[src/hdl/assert_macros.svh]
// Assertion macros shared by the RTL of the eight-bit ALU.
// No dependencies; included by the files that carry assertions.
`ifndef ASSERT_MACROS_SVH
`define ASSERT_MACROS_SVH

// Consequent must hold in the same cycle as the antecedent.
`define ASSERT_SAME(label, clk, rst_n, ante, cons) \
    label: assert property (@(posedge clk) disable iff (!rst_n) (ante) |-> (cons)) \
        else $error("assertion failed");

// Consequent must hold in the cycle after the antecedent.
`define ASSERT_NEXT(label, clk, rst_n, ante, cons) \
    label: assert property (@(posedge clk) disable iff (!rst_n) (ante) |=> (cons)) \
        else $error("assertion failed");

`endif

[src/hdl/eba_pkg.sv]
// Shared types and opcodes for the eight-bit ALU with flags.
// No dependencies.
package eba_pkg;

    localparam int unsigned CmdW  = 5;
    localparam int unsigned DataW = 16;

    localparam logic [CmdW-1:0] CMD_CCF   = 5'd0;
    localparam logic [CmdW-1:0] CMD_SCF   = 5'd1;
    localparam logic [CmdW-1:0] CMD_CPL   = 5'd2;
    localparam logic [CmdW-1:0] CMD_AND   = 5'd3;
    localparam logic [CmdW-1:0] CMD_OR    = 5'd4;
    localparam logic [CmdW-1:0] CMD_XOR   = 5'd5;
    localparam logic [CmdW-1:0] CMD_CP    = 5'd6;
    localparam logic [CmdW-1:0] CMD_INC8  = 5'd7;
    localparam logic [CmdW-1:0] CMD_DEC8  = 5'd8;
    localparam logic [CmdW-1:0] CMD_INC16 = 5'd9;
    localparam logic [CmdW-1:0] CMD_DEC16 = 5'd10;
    localparam logic [CmdW-1:0] CMD_ADD8  = 5'd11;
    localparam logic [CmdW-1:0] CMD_ADC   = 5'd12;
    localparam logic [CmdW-1:0] CMD_SUB   = 5'd13;
    localparam logic [CmdW-1:0] CMD_SBC   = 5'd14;
    localparam logic [CmdW-1:0] CMD_ADD16 = 5'd15;
    localparam logic [CmdW-1:0] CMD_ADDSP = 5'd16;
    localparam logic [CmdW-1:0] CMD_RL    = 5'd17;
    localparam logic [CmdW-1:0] CMD_RLC   = 5'd18;

    typedef struct packed {
        logic z;
        logic n;
        logic h;
        logic c;
    } t_flags;

    localparam t_flags FLAGS_RESET = '{z: 1'b0, n: 1'b0, h: 1'b0, c: 1'b0};

endpackage

[src/hdl/eba_alu.sv]
// Combinational ALU core: result and new Z/N/H/C for one operation.
// Depends on eba_pkg.
module eba_alu
    import eba_pkg::*;
(
    input  logic [CmdW-1:0]  i_cmd,
    input  logic [DataW-1:0] i_a,
    input  logic [DataW-1:0] i_b,
    input  t_flags           i_flags,
    output logic [DataW-1:0] o_result,
    output t_flags           o_flags
);

    logic [7:0]  a8;
    logic [7:0]  b8;
    logic        cin;
    logic [8:0]  add9;
    logic [4:0]  addh;
    logic [8:0]  sub9;
    logic [4:0]  subh;
    logic [16:0] add17;
    logic [12:0] add13;
    logic [15:0] sp_sum;
    logic [7:0]  r8;

    assign a8  = i_a[7:0];
    assign b8  = i_b[7:0];
    // carry in only for ADC/SBC
    assign cin = ((i_cmd == CMD_ADC) || (i_cmd == CMD_SBC)) ? i_flags.c : 1'b0;

    assign add9  = {1'b0, a8} + {1'b0, b8} + {8'd0, cin};
    assign addh  = {1'b0, a8[3:0]} + {1'b0, b8[3:0]} + {4'd0, cin};
    assign sub9  = {1'b0, a8} - {1'b0, b8} - {8'd0, cin};
    assign subh  = {1'b0, a8[3:0]} - {1'b0, b8[3:0]} - {4'd0, cin};
    assign add17 = {1'b0, i_a} + {1'b0, i_b};
    assign add13 = {1'b0, i_a[11:0]} + {1'b0, i_b[11:0]};
    assign sp_sum = i_a + {{8{b8[7]}}, b8};

    always_comb begin
        o_result = i_a;
        o_flags  = i_flags;
        r8       = 8'h00;
        case (i_cmd)
            CMD_CCF: begin
                o_flags = '{z: i_flags.z, n: 1'b0, h: 1'b0, c: ~i_flags.c};
            end
            CMD_SCF: begin
                o_flags = '{z: i_flags.z, n: 1'b0, h: 1'b0, c: 1'b1};
            end
            CMD_CPL: begin
                r8       = ~a8;
                o_result = {8'h00, r8};
                o_flags  = '{z: i_flags.z, n: 1'b1, h: 1'b1, c: i_flags.c};
            end
            CMD_AND: begin
                r8       = a8 & b8;
                o_result = {8'h00, r8};
                o_flags  = '{z: (r8 == 8'h00), n: 1'b0, h: 1'b1, c: 1'b0};
            end
            CMD_OR: begin
                r8       = a8 | b8;
                o_result = {8'h00, r8};
                o_flags  = '{z: (r8 == 8'h00), n: 1'b0, h: 1'b0, c: 1'b0};
            end
            CMD_XOR: begin
                r8       = a8 ^ b8;
                o_result = {8'h00, r8};
                o_flags  = '{z: (r8 == 8'h00), n: 1'b0, h: 1'b0, c: 1'b0};
            end
            CMD_CP: begin
                o_flags = '{z: (sub9[7:0] == 8'h00), n: 1'b1, h: subh[4], c: sub9[8]};
            end
            CMD_INC8: begin
                r8       = a8 + 8'd1;
                o_result = {8'h00, r8};
                o_flags  = '{z: (r8 == 8'h00), n: 1'b0, h: (a8[3:0] == 4'hF),
                             c: i_flags.c};
            end
            CMD_DEC8: begin
                r8       = a8 - 8'd1;
                o_result = {8'h00, r8};
                o_flags  = '{z: (r8 == 8'h00), n: 1'b1, h: (a8[3:0] == 4'h0),
                             c: i_flags.c};
            end
            CMD_INC16: begin
                o_result = i_a + 16'd1;
            end
            CMD_DEC16: begin
                o_result = i_a - 16'd1;
            end
            CMD_ADD8, CMD_ADC: begin
                r8       = add9[7:0];
                o_result = {8'h00, r8};
                o_flags  = '{z: (r8 == 8'h00), n: 1'b0, h: addh[4], c: add9[8]};
            end
            CMD_SUB, CMD_SBC: begin
                r8       = sub9[7:0];
                o_result = {8'h00, r8};
                o_flags  = '{z: (r8 == 8'h00), n: 1'b1, h: subh[4], c: sub9[8]};
            end
            CMD_ADD16: begin
                o_result = add17[15:0];
                o_flags  = '{z: i_flags.z, n: 1'b0, h: add13[12], c: add17[16]};
            end
            CMD_ADDSP: begin
                // flags from the unsigned byte add, result sign-extends
                o_result = sp_sum;
                o_flags  = '{z: 1'b0, n: 1'b0, h: addh[4], c: add9[8]};
            end
            CMD_RL: begin
                r8       = {a8[6:0], i_flags.c};
                o_result = {8'h00, r8};
                o_flags  = '{z: (r8 == 8'h00), n: 1'b0, h: 1'b0, c: a8[7]};
            end
            CMD_RLC: begin
                r8       = {a8[6:0], a8[7]};
                o_result = {8'h00, r8};
                o_flags  = '{z: (r8 == 8'h00), n: 1'b0, h: 1'b0, c: a8[7]};
            end
            default: begin
                o_result = i_a;
                o_flags  = i_flags;
            end
        endcase
    end

endmodule

[src/hdl/eba_flags.sv]
// Flag register: holds Z/N/H/C between operations.
// Depends on eba_pkg.
module eba_flags
    import eba_pkg::*;
(
    input  logic   i_clk,
    input  logic   i_rst_n,
    input  logic   i_load,
    input  t_flags i_flags,
    output t_flags o_flags
);

    t_flags r_flags;
    t_flags n_flags;

    assign n_flags = i_load ? i_flags : r_flags;

    always_ff @(posedge i_clk) begin
        if (!i_rst_n) begin
            r_flags <= FLAGS_RESET;
        end else begin
            r_flags <= n_flags;
        end
    end

    assign o_flags = r_flags;

endmodule

[src/hdl/eight_bit_alu_with_flags_core.sv]
// Channel | Direction | Handshake           | Payload
// in      | to block  | i_valid / o_stall   | i_cmd, i_operand_a, i_operand_b
// out     | from block| o_valid / i_stall   | o_result, o_*_flag
//
// One word per cycle while the output is not stalled; a word passes the input register,
// ALU and result register. Flags update as a word moves into the result register.
// Synchronous active-low reset clears both valid bits and the flags to zero.
// A stalled result register blocks the input register only when that is full.
// Depends on eba_pkg, eba_alu, eba_flags and assert_macros.svh.
`include "assert_macros.svh"

module eight_bit_alu_with_flags_core
    import eba_pkg::*;
(
    input  logic             i_clk,
    input  logic             i_rst_n,
    input  logic             i_valid,
    output logic             o_stall,
    input  logic [CmdW-1:0]  i_cmd,
    input  logic [DataW-1:0] i_operand_a,
    input  logic [DataW-1:0] i_operand_b,
    output logic             o_valid,
    input  logic             i_stall,
    output logic [DataW-1:0] o_result,
    output logic             o_zero_flag,
    output logic             o_subtract_flag,
    output logic             o_half_carry_flag,
    output logic             o_carry_flag
);

    logic             r_in_valid;
    logic             n_in_valid;
    logic [CmdW-1:0]  r_cmd;
    logic [DataW-1:0] r_a;
    logic [DataW-1:0] r_b;
    logic             r_out_valid;
    logic             n_out_valid;
    logic [DataW-1:0] r_result;
    t_flags           r_out_flags;

    logic             w_in_acc;
    logic             w_adv;
    logic [DataW-1:0] w_result;
    t_flags           w_flags_cur;
    t_flags           w_flags_new;

    // input word moves on when the result register is empty or being drained
    assign w_adv    = r_in_valid && (!r_out_valid || !i_stall);
    assign o_stall  = r_in_valid && !w_adv;
    assign w_in_acc = i_valid && !o_stall;

    assign n_in_valid  = w_in_acc || (r_in_valid && !w_adv);
    assign n_out_valid = w_adv || (r_out_valid && i_stall);

    eba_alu u_alu (
        .i_cmd    (r_cmd),
        .i_a      (r_a),
        .i_b      (r_b),
        .i_flags  (w_flags_cur),
        .o_result (w_result),
        .o_flags  (w_flags_new)
    );

    eba_flags u_flags (
        .i_clk   (i_clk),
        .i_rst_n (i_rst_n),
        .i_load  (w_adv),
        .i_flags (w_flags_new),
        .o_flags (w_flags_cur)
    );

    always_ff @(posedge i_clk) begin
        if (!i_rst_n) begin
            r_in_valid  <= 1'b0;
            r_out_valid <= 1'b0;
        end else begin
            r_in_valid  <= n_in_valid;
            r_out_valid <= n_out_valid;
        end
    end

    always_ff @(posedge i_clk) begin
        if (w_in_acc) begin
            r_cmd <= i_cmd;
            r_a   <= i_operand_a;
            r_b   <= i_operand_b;
        end
        if (w_adv) begin
            r_result    <= w_result;
            r_out_flags <= w_flags_new;
        end
    end

    assign o_valid           = r_out_valid;
    assign o_result          = r_result;
    assign o_zero_flag       = r_out_flags.z;
    assign o_subtract_flag   = r_out_flags.n;
    assign o_half_carry_flag = r_out_flags.h;
    assign o_carry_flag      = r_out_flags.c;

    `ASSERT_SAME(a_stall_full, i_clk, i_rst_n, o_stall, r_in_valid && r_out_valid)
    `ASSERT_NEXT(a_adv_fills, i_clk, i_rst_n, w_adv, r_out_valid)
    `ASSERT_SAME(a_flags_match, i_clk, i_rst_n, r_out_valid, r_out_flags == w_flags_cur)

endmodule
[config.mk]
export PLATFORM = sky130hd
export DESIGN_NAME = eight_bit_alu_with_flags_core
export DESIGN_NICKNAME = d
export VERILOG_FILES = /design/src/hdl/eba_pkg.sv /design/src/hdl/eba_alu.sv /design/src/hdl/eba_flags.sv /design/src/hdl/eight_bit_alu_with_flags_core.sv
export VERILOG_INCLUDE_DIRS = /design/src /design/src/hdl
export SDC_FILE = /design/constraint.sdc
export NUM_CORES = 1
export LEC_CHECK = 0
export ABC_CLOCK_PERIOD_IN_PS = 3730
export BUFFER_PORTS_ARGS = -buffer_cell sky130_fd_sc_hd__buf_2
export CAP_MARGIN = 20
export CORE_UTILIZATION = 55
export CTS_CLUSTER_DIAMETER = 50
export DETAILED_ROUTE_END_ITERATION = 10
export PLACE_DENSITY = 0.78
export SYNTH_ARGS = -nofsm -noshare
export SYNTH_HDL_FRONTEND = slang
export SYNTH_SLANG_ARGS = --single-unit
[constraint.sdc]
create_clock -name i_clk -period 3.73 [get_ports i_clk]
set_clock_uncertainty 0.2 [all_clocks]
set_input_delay 0.5595 -clock i_clk [delete_from_list [all_inputs] [get_ports i_clk]]
set_output_delay 0.5595 -clock i_clk [all_outputs]
set_load 0.03 [all_outputs]
* Yosys cells after proc, flatten, opt, wreduce, memory -nomap -nowiden
Cells that the tools add are included.
** Word-level totals
- Bits in registers :: 63
- Bits in latches :: 0
- Memory bits (writable) :: 0
- Memory bits (read-only) :: 0
- Input bits :: 41
- Output and inout port bits :: 22
- Memories :: 0
** Operators by class
- Add/sub/neg operators :: 15
- $mul :: 0
- Div/mod/pow operators :: 0
- Order comparisons :: 0
- Eq/ne operators :: 19
- Shifts and indexed selects :: 0
- Multiplexer cells :: 3
- Bitwise gates (word level) :: 5
- Reduce and logical (&&, ||, !) cells :: 26
** Operators by type and width (count)
- 16-bit case mux with 14 select lines :: 1
- 8-bit zero test :: 9
- 4-bit case mux with 14 select lines :: 1
- 5-bit by 4-bit == test with 1-bit output (second input constant) :: 8
- 5-bit by 3-bit == test with 1-bit output (second input constant) :: 4
- 16-bit by 16-bit adder with 17-bit output :: 1
- 16-bit by 1-bit adder with 16-bit output (second input constant) :: 1
- 16-bit adder :: 1
- 16-bit by 1-bit subtractor with 16-bit output (second input constant) :: 1
- 5-bit == test (second input constant) :: 3
- 12-bit by 12-bit adder with 13-bit output :: 1
- 5-bit by 2-bit == test with 1-bit output (second input constant) :: 2
- 8-bit by 8-bit adder with 9-bit output :: 1
- 9-bit by 1-bit adder with 9-bit output :: 1
- 8-bit by 8-bit subtractor with 9-bit output :: 1
- 9-bit by 1-bit subtractor with 9-bit output :: 1
- 8-bit by 1-bit adder with 8-bit output (second input constant) :: 1
- 8-bit bitwise AND :: 1
- 8-bit inverter :: 1
- 8-bit bitwise OR :: 1
- 8-bit by 1-bit subtractor with 8-bit output (second input constant) :: 1
- 8-bit XOR :: 1
- 4-bit by 4-bit adder with 5-bit output :: 1
- 5-bit by 1-bit adder with 5-bit output :: 1
- other kinds (13) :: 23

* Logic depth before layout (Yosys ltp)
- Depth after elaboration :: 8
- Mapped depth :: 17

* Modules after synthesis
Synthesis repeated with hierarchy kept, for this count alone.
** Unflattened totals
- Cell total of the unflattened synthesis :: 699
- Area, all modules :: 6067.1 µm²
** Modules (own cells, without submodules)
- eba_alu :: instances 1, cells each 621, area each 4115.2 µm², sequential area each 0.0 µm²
- eight_bit_alu_with_flags_core :: instances 1, cells each 65, area each 1795.5 µm², sequential area each 1751.7 µm²
- eba_flags :: instances 1, cells each 13, area each 156.4 µm², sequential area each 80.1 µm²

* Least setup slack after synthesis
No wires, ideal clock.
- Path type :: register to register
- Start :: reg r_cmd[2]
- End :: reg r_result[12] (netlist: o_result[12]), data pin
- Setup time :: 271 ps
- Arrival time :: 3224 ps
- Path slack :: 34 ps
- Stages on the path, launching flop included :: 15
- Buffers on the path :: 0
- Path through :: edfxtp_1 nor2_1 nand2_1 nor3_2 nand2_1 ha_1 fa_1 a21oi_1 o21ai_1 o21ba_2 o41a_1 a41oi_1 nand2b_1 a211oi_1 o31ai_1
** On the way
- Cells in the longest elaborated chain, start to end :: 3
** Ends and longest elaborated chain
- start: declaration :: RTL line eight_bit_alu_with_flags_core.sv:33 : logic [CmdW-1:0] r_cmd;
- start signal: assignment :: RTL line eight_bit_alu_with_flags_core.sv:84 : r_cmd <= i_cmd;
- 5-bit by 4-bit == test with 1-bit output, on equally long branches
- 2-bit OR reduction
- 16-bit case mux with 14 select lines (*) :: RTL line eba_alu.sv:43 : case (i_cmd)
- via u_alu.o_result[12] :: RTL line eba_alu.sv:10 : output logic [DataW-1:0] o_result,
- end signal: assignment :: RTL line eight_bit_alu_with_flags_core.sv:89 : r_result <= w_result;
- end: declaration :: RTL line eight_bit_alu_with_flags_core.sv:38 : logic [DataW-1:0] r_result;
Mark *: on every way through the listed nets, which the timed path passes. The rest lies on a longest branch.
A chain may end at the register's enable or synchronous reset.

* Worst setup path after layout
Ends and elaborated chain as after synthesis.

==> run_results.csv <==
group,metric,value,unit
timing,rsz0062_at_grt,"true",
setup_path,path_buf_inv,1,
setup_path,cp-end-kind,"register",
die,io_pins,63,
grt,grt-ovfl-total,0,
routing,drt_wl_total,20.44,mm
timing,tns,-0.04666,ns
cts,ctsHoldBuffers,0,
grt,grt_max_degree,29,
timing,maxSlewHeadroom,40.68,%
die,core_area,10320,um2
timing,finalCritPeriodShare,101.3,%
synth,synth-seq-cells,63,
cts,insertion_delay,0.37,ns
timing,worst_hold_slack,0.1527,ns
pwr,power.share.sequential,37.9,%
timing,fin_crit,3.777,ns
setup_path,cp_max_fo,3,
synth,synth_edf_count,57,
cells_and_area,multi_input_comb_area,3946,um2
cells_and_area,postLayoutCellArea,7154,um2
pwr,swShare,36.00,%
synth,synthFlopType,"edfxtp_1",
timing,worst_pin_slew,0.8880,ns
grt,grt_pass1_wl,30.68,mm
synth,synthesis.nets,753,
setup_path,reg2reg_from,"r_cmd[2]",
cells_and_area,final_common_cell,"buf_4",
place,gp_congestion,0.9713,
cts,cts-root-buf,"clkbuf_8",
cts,numCtsBuffers,9,
pwr,powerDensity,315.2,nW/um2
cts,cts.sinks,63,
outcome,status,"finished with violations",
cts,h-tree-depth,3,
routing,dr.pass1.iters,7,
hold_path,hp-start,"i_operand_b[1]",
pwr,ir_worst_vdd,0.3051,mV
synth,synth_area,5846,um2
routing,antenna_left,0,
timing,setup_slack,-0.04666,ns
pwr,power,2.255,mW
setup_path,critPathLaunch,"r_cmd[2]",
setup_path,path_class,"reg2reg",
synth,yosysUniqueCellTypes,77,
place,hpwl,15.28,mm
timing,fmax,0.2648,GHz
synth,async_flop_share,0,%
setup_path,cp.arrival,3.70,ns
pwr,combPwrFrac,34.8,%
routing,wire_per_inst,22.48,um
job,maxCapViolCount,0,
timing,drv_slew,0,
cts,cts_tree,"built",
die,die_h,105.1,um
place,port_buffers,62,
timing,setup_viol,1,
setup_path,crit_family,"compound AO/OA/AOI/OAI gates",
pwr,power.internal,1.443,mW
synth,ys_warn_count,0,
synth,syn_area_per_cell,9.007,um2
die,num_rows,37,
setup_path,crit_slowest_cell,"o41a_1",
hold_path,hold_class,"in2reg",
place,place_ws,-0.01331,ns
place,placed_area,6706,um2
die,start_util,56.62,%
setup_path,startpoint_type,"register",
cts,clockBufferDepth,2,
setup_path,slowest_delay,0.43,ns
routing,drt_iter0_markers,613,
pwr,power_frac_clock,27.3,%
cells_and_area,area_growth,22.39,%
routing,dr_total_vias,5901,
cells_and_area,final_nets,872,
setup_path,critPathRequiredTime,3.65,ns
pwr,switchingPower,811.8,uW
routing,route.detailed.drc,0,
cells_and_area,drive_gt1_share,26.26,%
pwr,power.leakage,3.012,nW
die,dieArea,11050,um2
setup_path,cpMostUsedCell,"nand2_2",
cells_and_area,antenna_cells,0,
synth,seq_area_frac_synth,31.34,%
grt,antenna_found_initial,0,
outcome,violations,"setup timing",
cells_and_area,layout_common_cells,"buf_4, buf_2, edfxtp_1, ha_1, a21oi_1",
timing,hold_viol,0,
cts,clkTransAtPathRegs,0.08,ns
routing,via_per_inst,6.492,
synth,syn_inst,649,
die,die_w,105.1,um
cells_and_area,register_area,1832,um2
grt,grt_pass1_vias,5672,
grt,grt_usage,37.02,%
cells_and_area,fillers,799,
setup_path,path_cells,"buf_6 > nor2_4 > nand2_2 > nor3_4 > nand2_2 > ha_4 > fa_2 > a21oi_2 > o21ai_2 > o21ba_4 > o41a_1 > a41oi_2 > nand2b_1 > a211oi_2 > o31ai_1",
synth_stat cells (3+ instances only):
library cell,instances,share of area (%)
edfxtp_1,57,29
ha_1,57,12
a21oi_1,45,3.9
o21ai_0,44,3.8
nand2_1,42,2.7
nor2_1,42,2.7
inv_1,38,2.4
nand3_1,20,1.7
xnor2_1,19,2.8
xor2_1,19,2.8
buf_2,18,1.5
a21o_1,15,1.9
nor3_1,15,1.3
nor2b_1,13,1.4
a211oi_1,12,1.5
o22ai_1,11,1.2
or3_1,11,1.2
a22oi_1,10,1.3
a31oi_1,10,1.1
nand2b_1,10,1.1
and2_1,8,0.86
nand4_1,8,0.86
clkbuf_1,7,0.45
nor4_1,7,0.75
o221ai_1,7,1.0
a221oi_1,6,0.90
dfxtp_1,6,2.1
fa_1,6,2.1
o211ai_1,6,0.77
a221o_1,5,0.86
and3_1,4,0.43
mux2i_1,4,0.68
o2111ai_1,4,0.60
o21a_1,4,0.51
o31ai_1,4,0.51
a22o_1,3,0.45
and4_1,3,0.45
through the flow:
stage | utilization [%] | cells
3_5_place_dp | 64.96 | 886
4_1_cts | 67.06 | 902
5_1_grt | 69.30 | 909
6_report | 69.30 | 909
2_1_floorplan | - | 649
3_3_place_gp | 64.96 | 886
worst register-to-register path, delay by kind of cell (launching register included):
kind,cells,cell delay [ns]
adder cells (fa/ha/maj),2,0.58
buffers and inverters,1,0.14
flip-flops,1,0.41
AO/OA/AOI/OAI,7,1.51
AND/OR/NAND/NOR,5,0.68
kinds of logic after synthesis:
family	synth area share (%)
XOR/XNOR	5.694
flip-flops	31.34
AND/OR/NAND/NOR	17.53
adder cells (fa/ha/maj)	14.26
multiplexers	0.6850
AO/OA/AOI/OAI	25.90
buffers and inverters	4.602
power groups by stage:
stage               sequential [mW]  combinational (mW)  clock (mW)
floorplan                     0.896               0.434           0
global placement              0.865               0.701           0
detailed placement            0.867               0.712           0
CTS                           0.852               0.720       0.625
global route                  0.857               0.834       0.641
finish                        0.854               0.785       0.616
state kept, by name, summed over array words and instances (netlist names), 4 cells and up:
signal,count
o_result,16
r_a,16
r_b,16
r_cmd,5
u_flags.o_flags,4
final timing paths:
| path | end | slack [ns] | cells past startpoint |
|---|---|---|---|
| setup / recovery | o_result[12] | -0.05 | 15 |
| hold / removal | r_b[1] | 0.15 | 1 |
| setup reg to reg | o_result[12] | -0.05 | 15 |
| hold reg to reg | o_valid | 0.32 | 2 |
area by class of cell:
cell class                      instances  share of cell area [%]
Tap cell                              136                   2.378
Multi-Input combinational cell        521                   55.16
Clock inverter                          7                   1.032
Timing Repair Buffer                  135                   12.10
Inverter                               38                   1.994
Clock buffer                            9                   1.731
Sequential cell                        63                   25.60
metal layers:
metal  vias up  GRT usage, %  wire length (um)
li1       2699             -                 -
met1      2757         47.16              8356
met2       382         58.61              9170
met3        63         8.297              2080
met4         0         19.42               828
met5         -             0                 0
timing repair:
action	CTS	global route
pin swaps	1	17
setup buffers	0	7
gates resized for setup	4	41
endpoints found under the setup margin	3	11
Power figures use the tool's default switching activity.
